<file path="src/hw/rtl/tpm_pkg.sv">
// shared widths, register map, pipeline payload types and the divider step
package tpm_pkg;

  localparam int RAW_W      = 12;
  localparam int PIX_W      = 10;
  localparam int PROD_W     = RAW_W + PIX_W;
  localparam int Q_W        = PIX_W;
  localparam int DIV_STEP   = 2;
  localparam int DIV_STAGES = Q_W / DIV_STEP;
  localparam int CFG_AW     = 5;
  localparam int CFG_DW     = 32;

  localparam logic [RAW_W-1:0] X_LOW_RST  = RAW_W'(200);
  localparam logic [RAW_W-1:0] X_HIGH_RST = RAW_W'(3900);
  localparam logic [RAW_W-1:0] Y_LOW_RST  = RAW_W'(200);
  localparam logic [RAW_W-1:0] Y_HIGH_RST = RAW_W'(3900);
  localparam logic [PIX_W-1:0] WIDTH_RST  = PIX_W'(320);
  localparam logic [PIX_W-1:0] HEIGHT_RST = PIX_W'(240);

  typedef enum logic [2:0] {
    REG_X_LOW  = 3'd0,
    REG_X_HIGH = 3'd1,
    REG_Y_LOW  = 3'd2,
    REG_Y_HIGH = 3'd3,
    REG_WIDTH  = 3'd4,
    REG_HEIGHT = 3'd5
  } reg_idx_t;

  typedef struct packed {
    logic [RAW_W-1:0] x_low;
    logic [RAW_W-1:0] x_high;
    logic [RAW_W-1:0] y_low;
    logic [RAW_W-1:0] y_high;
    logic [PIX_W-1:0] width;
    logic [PIX_W-1:0] height;
  } cfg_t;

  // one division in flight: partial remainder, unconsumed dividend bits, quotient
  typedef struct packed {
    logic [RAW_W-1:0] rem;
    logic [Q_W-1:0]   lo;
    logic [Q_W-1:0]   quo;
    logic [RAW_W-1:0] dvs;
  } div_lane_t;

  typedef struct packed {
    div_lane_t        lx;
    div_lane_t        ly;
    logic [PIX_W-1:0] height;
    logic             err;
  } div_item_t;

  // restoring division, DIV_STEP quotient bits
  function automatic div_lane_t div_step(div_lane_t a);
    div_lane_t      l;
    logic [RAW_W:0] r;
    logic [RAW_W:0] d;
    l = a;
    for (int i = 0; i < DIV_STEP; i++) begin
      r    = {l.rem, l.lo[Q_W-1]};
      l.lo = {l.lo[Q_W-2:0], 1'b0};
      if (r >= {1'b0, l.dvs}) begin
        d     = r - {1'b0, l.dvs};
        l.rem = d[RAW_W-1:0];
        l.quo = {l.quo[Q_W-2:0], 1'b1};
      end else begin
        l.rem = r[RAW_W-1:0];
        l.quo = {l.quo[Q_W-2:0], 1'b0};
      end
    end
    return l;
  endfunction

endpackage

</file>
<file path="src/hw/rtl/tpm_if.sv">
// valid/ready channel interfaces for raw readings and pixel results
interface tpm_in_if import tpm_pkg::*; ();
  logic             valid;
  logic             ready;
  logic [RAW_W-1:0] raw_x;
  logic [RAW_W-1:0] raw_y;

  modport source (output valid, output raw_x, output raw_y, input ready);
  modport sink   (input valid, input raw_x, input raw_y, output ready);
endinterface

interface tpm_out_if import tpm_pkg::*; ();
  logic             valid;
  logic             ready;
  logic [PIX_W-1:0] pixel_x;
  logic [PIX_W-1:0] pixel_y;
  logic             span_error;

  modport source (output valid, output pixel_x, output pixel_y, output span_error,
                  input ready);
  modport sink   (input valid, input pixel_x, input pixel_y, input span_error,
                  output ready);
endinterface

</file>
<file path="src/hw/rtl/tpm_cfg_regs.sv">
// apb calibration register file
module tpm_cfg_regs import tpm_pkg::*; (
  input  logic              clk,
  input  logic              rst_n,
  input  logic              cfg_psel,
  input  logic              cfg_penable,
  input  logic              cfg_pwrite,
  input  logic [CFG_AW-1:0] cfg_paddr,
  input  logic [CFG_DW-1:0] cfg_pwdata,
  output logic [CFG_DW-1:0] cfg_prdata,
  output logic              cfg_pready,
  output cfg_t              cfg
);

  cfg_t     cfg_r;
  cfg_t     cfg_nxt;
  reg_idx_t idx;
  logic     wr_en;

  assign idx        = reg_idx_t'(cfg_paddr[CFG_AW-1:2]);
  assign cfg_pready = 1'b1;
  assign wr_en      = cfg_psel & cfg_penable & cfg_pwrite & cfg_pready;
  assign cfg        = cfg_r;

  always_comb begin
    cfg_nxt = cfg_r;
    if (wr_en) begin
      unique case (idx)
        REG_X_LOW:  cfg_nxt.x_low  = cfg_pwdata[RAW_W-1:0];
        REG_X_HIGH: cfg_nxt.x_high = cfg_pwdata[RAW_W-1:0];
        REG_Y_LOW:  cfg_nxt.y_low  = cfg_pwdata[RAW_W-1:0];
        REG_Y_HIGH: cfg_nxt.y_high = cfg_pwdata[RAW_W-1:0];
        REG_WIDTH:  cfg_nxt.width  = cfg_pwdata[PIX_W-1:0];
        REG_HEIGHT: cfg_nxt.height = cfg_pwdata[PIX_W-1:0];
        default:    cfg_nxt = cfg_r;
      endcase
    end
  end

  always_comb begin
    unique case (idx)
      REG_X_LOW:  cfg_prdata = CFG_DW'(cfg_r.x_low);
      REG_X_HIGH: cfg_prdata = CFG_DW'(cfg_r.x_high);
      REG_Y_LOW:  cfg_prdata = CFG_DW'(cfg_r.y_low);
      REG_Y_HIGH: cfg_prdata = CFG_DW'(cfg_r.y_high);
      REG_WIDTH:  cfg_prdata = CFG_DW'(cfg_r.width);
      REG_HEIGHT: cfg_prdata = CFG_DW'(cfg_r.height);
      default:    cfg_prdata = '0;
    endcase
  end

  always_ff @(posedge clk) begin
    if (!rst_n) begin
      cfg_r.x_low  <= X_LOW_RST;
      cfg_r.x_high <= X_HIGH_RST;
      cfg_r.y_low  <= Y_LOW_RST;
      cfg_r.y_high <= Y_HIGH_RST;
      cfg_r.width  <= WIDTH_RST;
      cfg_r.height <= HEIGHT_RST;
    end else begin
      cfg_r <= cfg_nxt;
    end
  end

endmodule

</file>
<file path="src/hw/rtl/tpm_div_pipe.sv">
// pipelined restoring divider, two quotient bits per stage, both axes side by side
module tpm_div_pipe import tpm_pkg::*; (
  input  logic      clk,
  input  logic      rst_n,
  input  logic      up_valid,
  output logic      up_ready,
  input  div_item_t up_item,
  output logic      dn_valid,
  input  logic      dn_ready,
  output div_item_t dn_item
);

  logic      vld_r [DIV_STAGES];
  div_item_t item_r[DIV_STAGES];
  logic      rdy   [DIV_STAGES+1];
  logic      src_vld [DIV_STAGES];
  div_item_t src_item[DIV_STAGES];

  assign rdy[DIV_STAGES] = dn_ready;
  assign up_ready        = rdy[0];
  assign dn_valid        = vld_r[DIV_STAGES-1];
  assign dn_item         = item_r[DIV_STAGES-1];

  for (genvar k = 0; k < DIV_STAGES; k++) begin : g_stage
    if (k == 0) begin : g_first
      assign src_vld[k]  = up_valid;
      assign src_item[k] = up_item;
    end else begin : g_rest
      assign src_vld[k]  = vld_r[k-1];
      assign src_item[k] = item_r[k-1];
    end

    // a slot takes new data when empty or when its content moves on
    assign rdy[k] = ~vld_r[k] | rdy[k+1];

    always_ff @(posedge clk) begin
      if (!rst_n) begin
        vld_r[k] <= 1'b0;
      end else if (rdy[k]) begin
        vld_r[k] <= src_vld[k];
      end
    end

    always_ff @(posedge clk) begin
      if (rdy[k] && src_vld[k]) begin
        item_r[k].lx     <= div_step(src_item[k].lx);
        item_r[k].ly     <= div_step(src_item[k].ly);
        item_r[k].height <= src_item[k].height;
        item_r[k].err    <= src_item[k].err;
      end
    end
  end

endmodule

</file>
<file path="src/hw/rtl/touch_raw_to_pixel_mapper_core.sv">
// touch raw-to-pixel mapper: clamp, scale by screen size, divide by raw span
// pipeline: a raw pair accepted from in_ch reaches its result on out_ch through
//   eight register stages: clamp, multiply, five divider stages at two quotient
//   bits each, output register; the clamp register loads at the accepting edge
// throughput: one item per cycle; every stage holds independently under back-pressure
// reset: synchronous active-low rst_n empties the pipeline and loads the default
//   calibration 200..3900 on both axes, 320 by 240 pixels
module touch_raw_to_pixel_mapper_core import tpm_pkg::*; (
  input  logic              clk,
  input  logic              rst_n,
  tpm_in_if.sink            in_ch,
  tpm_out_if.source         out_ch,
  input  logic              cfg_psel,
  input  logic              cfg_penable,
  input  logic              cfg_pwrite,
  input  logic [CFG_AW-1:0] cfg_paddr,
  input  logic [CFG_DW-1:0] cfg_pwdata,
  output logic [CFG_DW-1:0] cfg_prdata,
  output logic              cfg_pready
);

  cfg_t cfg;

  tpm_cfg_regs u_cfg (
    .clk        (clk),
    .rst_n      (rst_n),
    .cfg_psel   (cfg_psel),
    .cfg_penable(cfg_penable),
    .cfg_pwrite (cfg_pwrite),
    .cfg_paddr  (cfg_paddr),
    .cfg_pwdata (cfg_pwdata),
    .cfg_prdata (cfg_prdata),
    .cfg_pready (cfg_pready),
    .cfg        (cfg)
  );

  // stage 1: clamp into the raw window and remove the offset
  logic             s1_vld_r;
  logic             s1_rdy;
  logic [RAW_W-1:0] s1_cx_r, s1_cy_r, s1_xspan_r, s1_yspan_r;
  logic [PIX_W-1:0] s1_w_r, s1_h_r;
  logic             s1_err_r;
  logic [RAW_W-1:0] cx_nxt, cy_nxt;

  // stage 2: products, set up as divider lanes
  logic      s2_vld_r;
  logic      s2_rdy;
  div_item_t s2_item_r;
  logic [PROD_W-1:0] prod_x, prod_y;

  // divider
  logic      dv_vld;
  logic      dv_rdy;
  div_item_t dv_item;

  // output register
  logic             o_vld_r;
  logic             o_rdy;
  logic [PIX_W-1:0] o_px_r, o_py_r;
  logic             o_err_r;

  assign o_rdy    = ~o_vld_r | out_ch.ready;
  assign s2_rdy   = ~s2_vld_r | dv_rdy;
  assign s1_rdy   = ~s1_vld_r | s2_rdy;
  assign in_ch.ready = s1_rdy;

  always_comb begin
    if (in_ch.raw_x < cfg.x_low)       cx_nxt = '0;
    else if (in_ch.raw_x > cfg.x_high) cx_nxt = cfg.x_high - cfg.x_low;
    else                               cx_nxt = in_ch.raw_x - cfg.x_low;
    if (in_ch.raw_y < cfg.y_low)       cy_nxt = '0;
    else if (in_ch.raw_y > cfg.y_high) cy_nxt = cfg.y_high - cfg.y_low;
    else                               cy_nxt = in_ch.raw_y - cfg.y_low;
  end

  always_ff @(posedge clk) begin
    if (!rst_n) begin
      s1_vld_r <= 1'b0;
    end else if (s1_rdy) begin
      s1_vld_r <= in_ch.valid;
    end
  end

  always_ff @(posedge clk) begin
    if (s1_rdy && in_ch.valid) begin
      s1_cx_r    <= cx_nxt;
      s1_cy_r    <= cy_nxt;
      s1_xspan_r <= cfg.x_high - cfg.x_low;
      s1_yspan_r <= cfg.y_high - cfg.y_low;
      s1_w_r     <= cfg.width;
      s1_h_r     <= cfg.height;
      s1_err_r   <= (cfg.x_high <= cfg.x_low) | (cfg.y_high <= cfg.y_low);
    end
  end

  assign prod_x = PROD_W'(s1_cx_r) * PROD_W'(s1_h_r);
  assign prod_y = PROD_W'(s1_cy_r) * PROD_W'(s1_w_r);

  always_ff @(posedge clk) begin
    if (!rst_n) begin
      s2_vld_r <= 1'b0;
    end else if (s2_rdy) begin
      s2_vld_r <= s1_vld_r;
    end
  end

  // the quotient never exceeds the screen size, so the top bits start below the divisor
  always_ff @(posedge clk) begin
    if (s2_rdy && s1_vld_r) begin
      s2_item_r.lx.rem  <= prod_x[PROD_W-1:Q_W];
      s2_item_r.lx.lo   <= prod_x[Q_W-1:0];
      s2_item_r.lx.quo  <= '0;
      s2_item_r.lx.dvs  <= s1_xspan_r;
      s2_item_r.ly.rem  <= prod_y[PROD_W-1:Q_W];
      s2_item_r.ly.lo   <= prod_y[Q_W-1:0];
      s2_item_r.ly.quo  <= '0;
      s2_item_r.ly.dvs  <= s1_yspan_r;
      s2_item_r.height  <= s1_h_r;
      s2_item_r.err     <= s1_err_r;
    end
  end

  tpm_div_pipe u_div (
    .clk     (clk),
    .rst_n   (rst_n),
    .up_valid(s2_vld_r),
    .up_ready(dv_rdy),
    .up_item (s2_item_r),
    .dn_valid(dv_vld),
    .dn_ready(o_rdy),
    .dn_item (dv_item)
  );

  always_ff @(posedge clk) begin
    if (!rst_n) begin
      o_vld_r <= 1'b0;
    end else if (o_rdy) begin
      o_vld_r <= dv_vld;
    end
  end

  // y axis is inverted; a bad span forces both coordinates to zero
  always_ff @(posedge clk) begin
    if (o_rdy && dv_vld) begin
      o_err_r <= dv_item.err;
      if (dv_item.err) begin
        o_px_r <= '0;
        o_py_r <= '0;
      end else begin
        o_px_r <= dv_item.ly.quo;
        o_py_r <= dv_item.height - dv_item.lx.quo;
      end
    end
  end

  assign out_ch.valid      = o_vld_r;
  assign out_ch.pixel_x    = o_px_r;
  assign out_ch.pixel_y    = o_py_r;
  assign out_ch.span_error = o_err_r;

endmodule
</file>
<file path="src/flat_wrapper.sv">
// flat-port wrapper written by rule: the top's interface ports become plain ports
module touch_raw_to_pixel_mapper_core_flat import tpm_pkg::*;
  (clk, rst_n, cfg_psel, cfg_penable, cfg_pwrite, cfg_paddr, cfg_pwdata, cfg_prdata, cfg_pready, in_ch_valid, in_ch_raw_x, in_ch_raw_y, in_ch_ready, out_ch_valid, out_ch_pixel_x, out_ch_pixel_y, out_ch_span_error, out_ch_ready);
  tpm_in_if in_ch_i ();
  tpm_out_if out_ch_i ();
  input  logic clk;
  input  logic rst_n;
  input  logic cfg_psel;
  input  logic cfg_penable;
  input  logic cfg_pwrite;
  input  logic [CFG_AW-1:0] cfg_paddr;
  input  logic [CFG_DW-1:0] cfg_pwdata;
  output logic [CFG_DW-1:0] cfg_prdata;
  output logic cfg_pready;
  input wire logic [$bits(in_ch_i.valid)-1:0] in_ch_valid;
  input wire logic [$bits(in_ch_i.raw_x)-1:0] in_ch_raw_x;
  input wire logic [$bits(in_ch_i.raw_y)-1:0] in_ch_raw_y;
  output wire logic [$bits(in_ch_i.ready)-1:0] in_ch_ready;
  output wire logic [$bits(out_ch_i.valid)-1:0] out_ch_valid;
  output wire logic [$bits(out_ch_i.pixel_x)-1:0] out_ch_pixel_x;
  output wire logic [$bits(out_ch_i.pixel_y)-1:0] out_ch_pixel_y;
  output wire logic [$bits(out_ch_i.span_error)-1:0] out_ch_span_error;
  input wire logic [$bits(out_ch_i.ready)-1:0] out_ch_ready;
  assign in_ch_i.valid = in_ch_valid;
  assign in_ch_i.raw_x = in_ch_raw_x;
  assign in_ch_i.raw_y = in_ch_raw_y;
  assign in_ch_ready = in_ch_i.ready;
  assign out_ch_valid = out_ch_i.valid;
  assign out_ch_pixel_x = out_ch_i.pixel_x;
  assign out_ch_pixel_y = out_ch_i.pixel_y;
  assign out_ch_span_error = out_ch_i.span_error;
  assign out_ch_i.ready = out_ch_ready;
  touch_raw_to_pixel_mapper_core u_core (.clk(clk), .rst_n(rst_n), .in_ch(in_ch_i), .out_ch(out_ch_i), .cfg_psel(cfg_psel), .cfg_penable(cfg_penable), .cfg_pwrite(cfg_pwrite), .cfg_paddr(cfg_paddr), .cfg_pwdata(cfg_pwdata), .cfg_prdata(cfg_prdata), .cfg_pready(cfg_pready));
endmodule
</file>
<file path="config.mk">
export PLATFORM = sky130hd
export DESIGN_NAME = touch_raw_to_pixel_mapper_core_flat
export DESIGN_NICKNAME = d
export VERILOG_FILES = /design/src/hw/rtl/tpm_pkg.sv /design/src/hw/rtl/tpm_if.sv /design/src/hw/rtl/tpm_cfg_regs.sv /design/src/hw/rtl/tpm_div_pipe.sv /design/src/hw/rtl/touch_raw_to_pixel_mapper_core.sv /design/src/flat_wrapper.sv
export SDC_FILE = /design/constraint.sdc
export NUM_CORES = 2
export LEC_CHECK = 0
export BUFFER_PORTS_ARGS = -buffer_cell sky130_fd_sc_hd__buf_2
export CAP_MARGIN = 25
export CORE_UTILIZATION = 40
export CTS_BUF_LIST = sky130_fd_sc_hd__clkbuf_4 sky130_fd_sc_hd__clkbuf_8
export DETAILED_ROUTE_END_ITERATION = 10
export HOLD_SLACK_MARGIN = 0.15
export PLACE_DENSITY = 0.56
export SYNTH_ARGS = -nofsm -noshare
export SYNTH_HDL_FRONTEND = slang
export SYNTH_HIERARCHICAL = 1
export SYNTH_SLANG_ARGS = --single-unit
export TNS_END_PERCENT = 100
</file>
<file path="constraint.sdc">
create_clock -name clk -period 22.6 [get_ports clk]
set_input_delay 4.52 -clock clk [delete_from_list [all_inputs] [get_ports clk]]
set_output_delay 4.52 -clock clk [all_outputs]
set_load 0.02 [all_outputs]
</file>
==> results by group <==
Clock network
  – PostCTS Resize Cnt: 0
  – Hold-fix buffers, CTS: 0
  – H-tree Lvls: 3
  – Worst-skew pair later-pin latency: 750 ps
  – TritonCTS Buffers: 101
  – CTS Buffer Depth: 3
  – CTS clk-pin slew, worst paths: 60 ps
  – Root Driver: clkbuf_8
  – CTS sink cnt: 592
  – CTS tree: built
  – # Post-CTS Setup Buffers: 0

Outcome
  – Status: finished clean

Placed design
  – DP HPWL: 73900 microns
  – Placed Cells: 5513
  – GP Congestion: 0.892
  – Number of buffers added on ports: 80

Worst hold path
  – Min-Delay Path Class: reg -> reg
  – Hold wc startpoint: u_core/s2_item_r[82]
  – Hold endpoint: u_core/u_div/item_r[0][80]
  – Hold-critical path depth: 0

Pwr
  – Part of the power in registers: 0.307
  – Sw power: 1680 uW
  – Worst VDD drop: 0.0841 mV
  – Switching Fraction: 0.365
  – Clock share of power: 0.222
  – Leak: 0.0202 uW
  – Gate power share: 0.471
  – Power Dens Cells: 96.7 nW/um^2
  – Design internal power: 2930 uW

GRT
  – Vias in the first global route: 29800
  – First-pass GRT wire length: 155000 microns
  – GR Overflow Total: 0
  – Largest net degree at the start of global routing: 81
  – Initial antenna violation count: 2
  – GR Util All Layers: 0.172

Die
  – Boundary pin count: 124
  – Initial Util: 0.405
  – Core Area: 108000 sq um
  – Cell Rows: 120
  – Die H: 332 microns
  – Die W: 332 microns
  – Die area: 110000 sq um

Worst setup path
  – R2r startpoint: u_core/u_div/item_r[1][54]
  – CP max FO: 5
  – WP data required: 18080 ps
  – Critical Setup Path Class: in -> out
  – R2R Path End: u_core/u_div/item_r[2][87]
  – Startpoint Class: primary input
  – Reg2Reg Depth: 19
  – Setup crit end kind: primary output
  – Worst R2R Setup Slack: 16630 ps
  – Arrival time at the worst endpoint: 7010 ps

Final layout
  – Register area: 17100 sq um
  – Finished Layout Cells: 5710
  – Filler instances: 10300
  – Nets: 4900
  – Multi-input gate area: 24300 sq um
  – Synth-to-Final Area Change: 9.34%
  – Share of cells above drive strength 1: 0.111

Logic synthesis
  – Syn Area/Cell: 10.6 sq um
  – Synth Cell Area: 43600 sq um
  – Mapped Cells: 4116
  – Warnings, synthesis: 6

Timing
  – Final setup vio count: 0
  – RSZ-0062 raised after global routing: false
  – Post-route minimum period: 11530 ps
  – Peak Freq: 86.7 MHz
  – Fin. Hold Viols: 0
  – Tcrit/Tclk final: 0.510
  – TNS Setup: 0 ps
  – Slew HR: 0.319
  – Max-slew violations: 0
  – Worst slew pin tran: 1020 ps
  – Final Skew: 49.4 ps

Flow run
  – Max_cap viols: 0

Detailed routing
  – DR DRC count: 0
  – Post-Route WL: 94600 microns
  – DR iter-0 viols: 1437
  – Via Count: 29500
  – DR WL/cell: 16.6 microns
  – Final ANT Viol Nets: 0
  – First-pass detailed-route iteration total: 5
  – Via density: 5.16
critical path, stage by stage:
cell and delay, ps:
buf_2 100, nand2b_1 160, nor2b_1 480, and3_1 400
and2_1 310, nand2_1 130, nor2b_1 350, nand2_1 300
buf_2 250
flip-flops by register name (all words and copies together) (netlist names):
signal	count
u_core/s1_err_r	1
u_core/u_cfg/cfg	68
u_core/s1_w_r	10
u_core/out_ch.pixel_y	10
u_core/s1_cx_r	12
u_core/s2_item_r	79
u_core/s1_h_r	10
u_core/s1_cy_r	12
u_core/out_ch.pixel_x	10
u_core/s1_vld_r	1
u_core/s2_vld_r	1
u_core/s1_xspan_r	12
u_core/u_div/vld_r	5
u_core/s1_yspan_r	12
u_core/out_ch.span_error	1
u_core/out_ch.valid	1
u_core/u_div/item_r	347
worst max path at each step:
stage,from,end,slack [ps],cells past startpoint
after floorplan,out_ch_ready,u_core/u_div/vld_r[3],11430,4
after global placement,out_ch_ready,in_ch_ready,11140,9
after detailed placement,out_ch_ready,in_ch_ready,11150,9
after CTS,out_ch_ready,in_ch_ready,11120,9
after global routing,out_ch_ready,in_ch_ready,10910,9
final,out_ch_ready,in_ch_ready,11070,9
power groups by stage:
stage	logic, uW	clock network (uW)	registers (uW)
after global routing	2470	1110	1420
after floorplan	1780	0	1410
final	2170	1020	1420
after global placement	2160	0	1440
after CTS	2200	1060	1420
after detailed placement	2170	0	1440
cells in the final DEF, fill, tap and decap left out, types with 15 or more instances in the layout:
cell type / instances
a211oi_1: 31
a21o_1: 68
a21oi_1: 218
a31oi_1: 22
and2_1: 147
buf_2: 80
clkbuf_4: 28
clkbuf_8: 111
clkinv_1: 16
conb_1: 21
dfxtp_1: 72
edfxtp_1: 520
fa_1: 179
ha_1: 435
inv_1: 474
mux2_2: 112
mux2_4: 20
mux2i_1: 90
nand2_1: 317
nand2b_1: 35
nand3_1: 81
nand4_1: 41
nor2_1: 204
nor2b_1: 69
nor3_1: 66
o211ai_1: 20
o21a_1: 55
o21ai_0: 146
o21ai_1: 34
o21bai_1: 28
o31ai_1: 15
or2_2: 19
or3_1: 23
xnor2_1: 152
xor2_1: 67
stage by stage:
stage / hold slack (ps) / total power (uW) / util / setup slack (ps) / instance area, sq um
floorplan: 400 / 3180 / - / 11430 / 43700
CTS: 379 / 4680 / 0.442 / 11120 / 47600
finish: 392 / 4610 / 0.443 / 11070 / 47700
global route: 385 / 5010 / 0.443 / 10910 / 47700
detailed placement: 405 / 3610 / 0.421 / 11150 / 45400
global placement: 400 / 3590 / 0.421 / 11140 / 45400
layer usage:
layer  GRT usage  routed length, microns
met1       0.226                   44700
met2       0.290                   44300
met3      0.0227                    2920
met4      0.0580                    2750
met5           0                       0
area by class of cell:
type,count,area share
clock buffers,138,0.0362
well taps,1403,0.0368
inverters,477,0.0377
diodes,4,0.000210
clock inverters,50,0.00992
flip-flops and latches,592,0.358
repair buffers,98,0.0130
multi-input cells,2948,0.509
No activity file was read; power rests on OpenSTA's default activity.
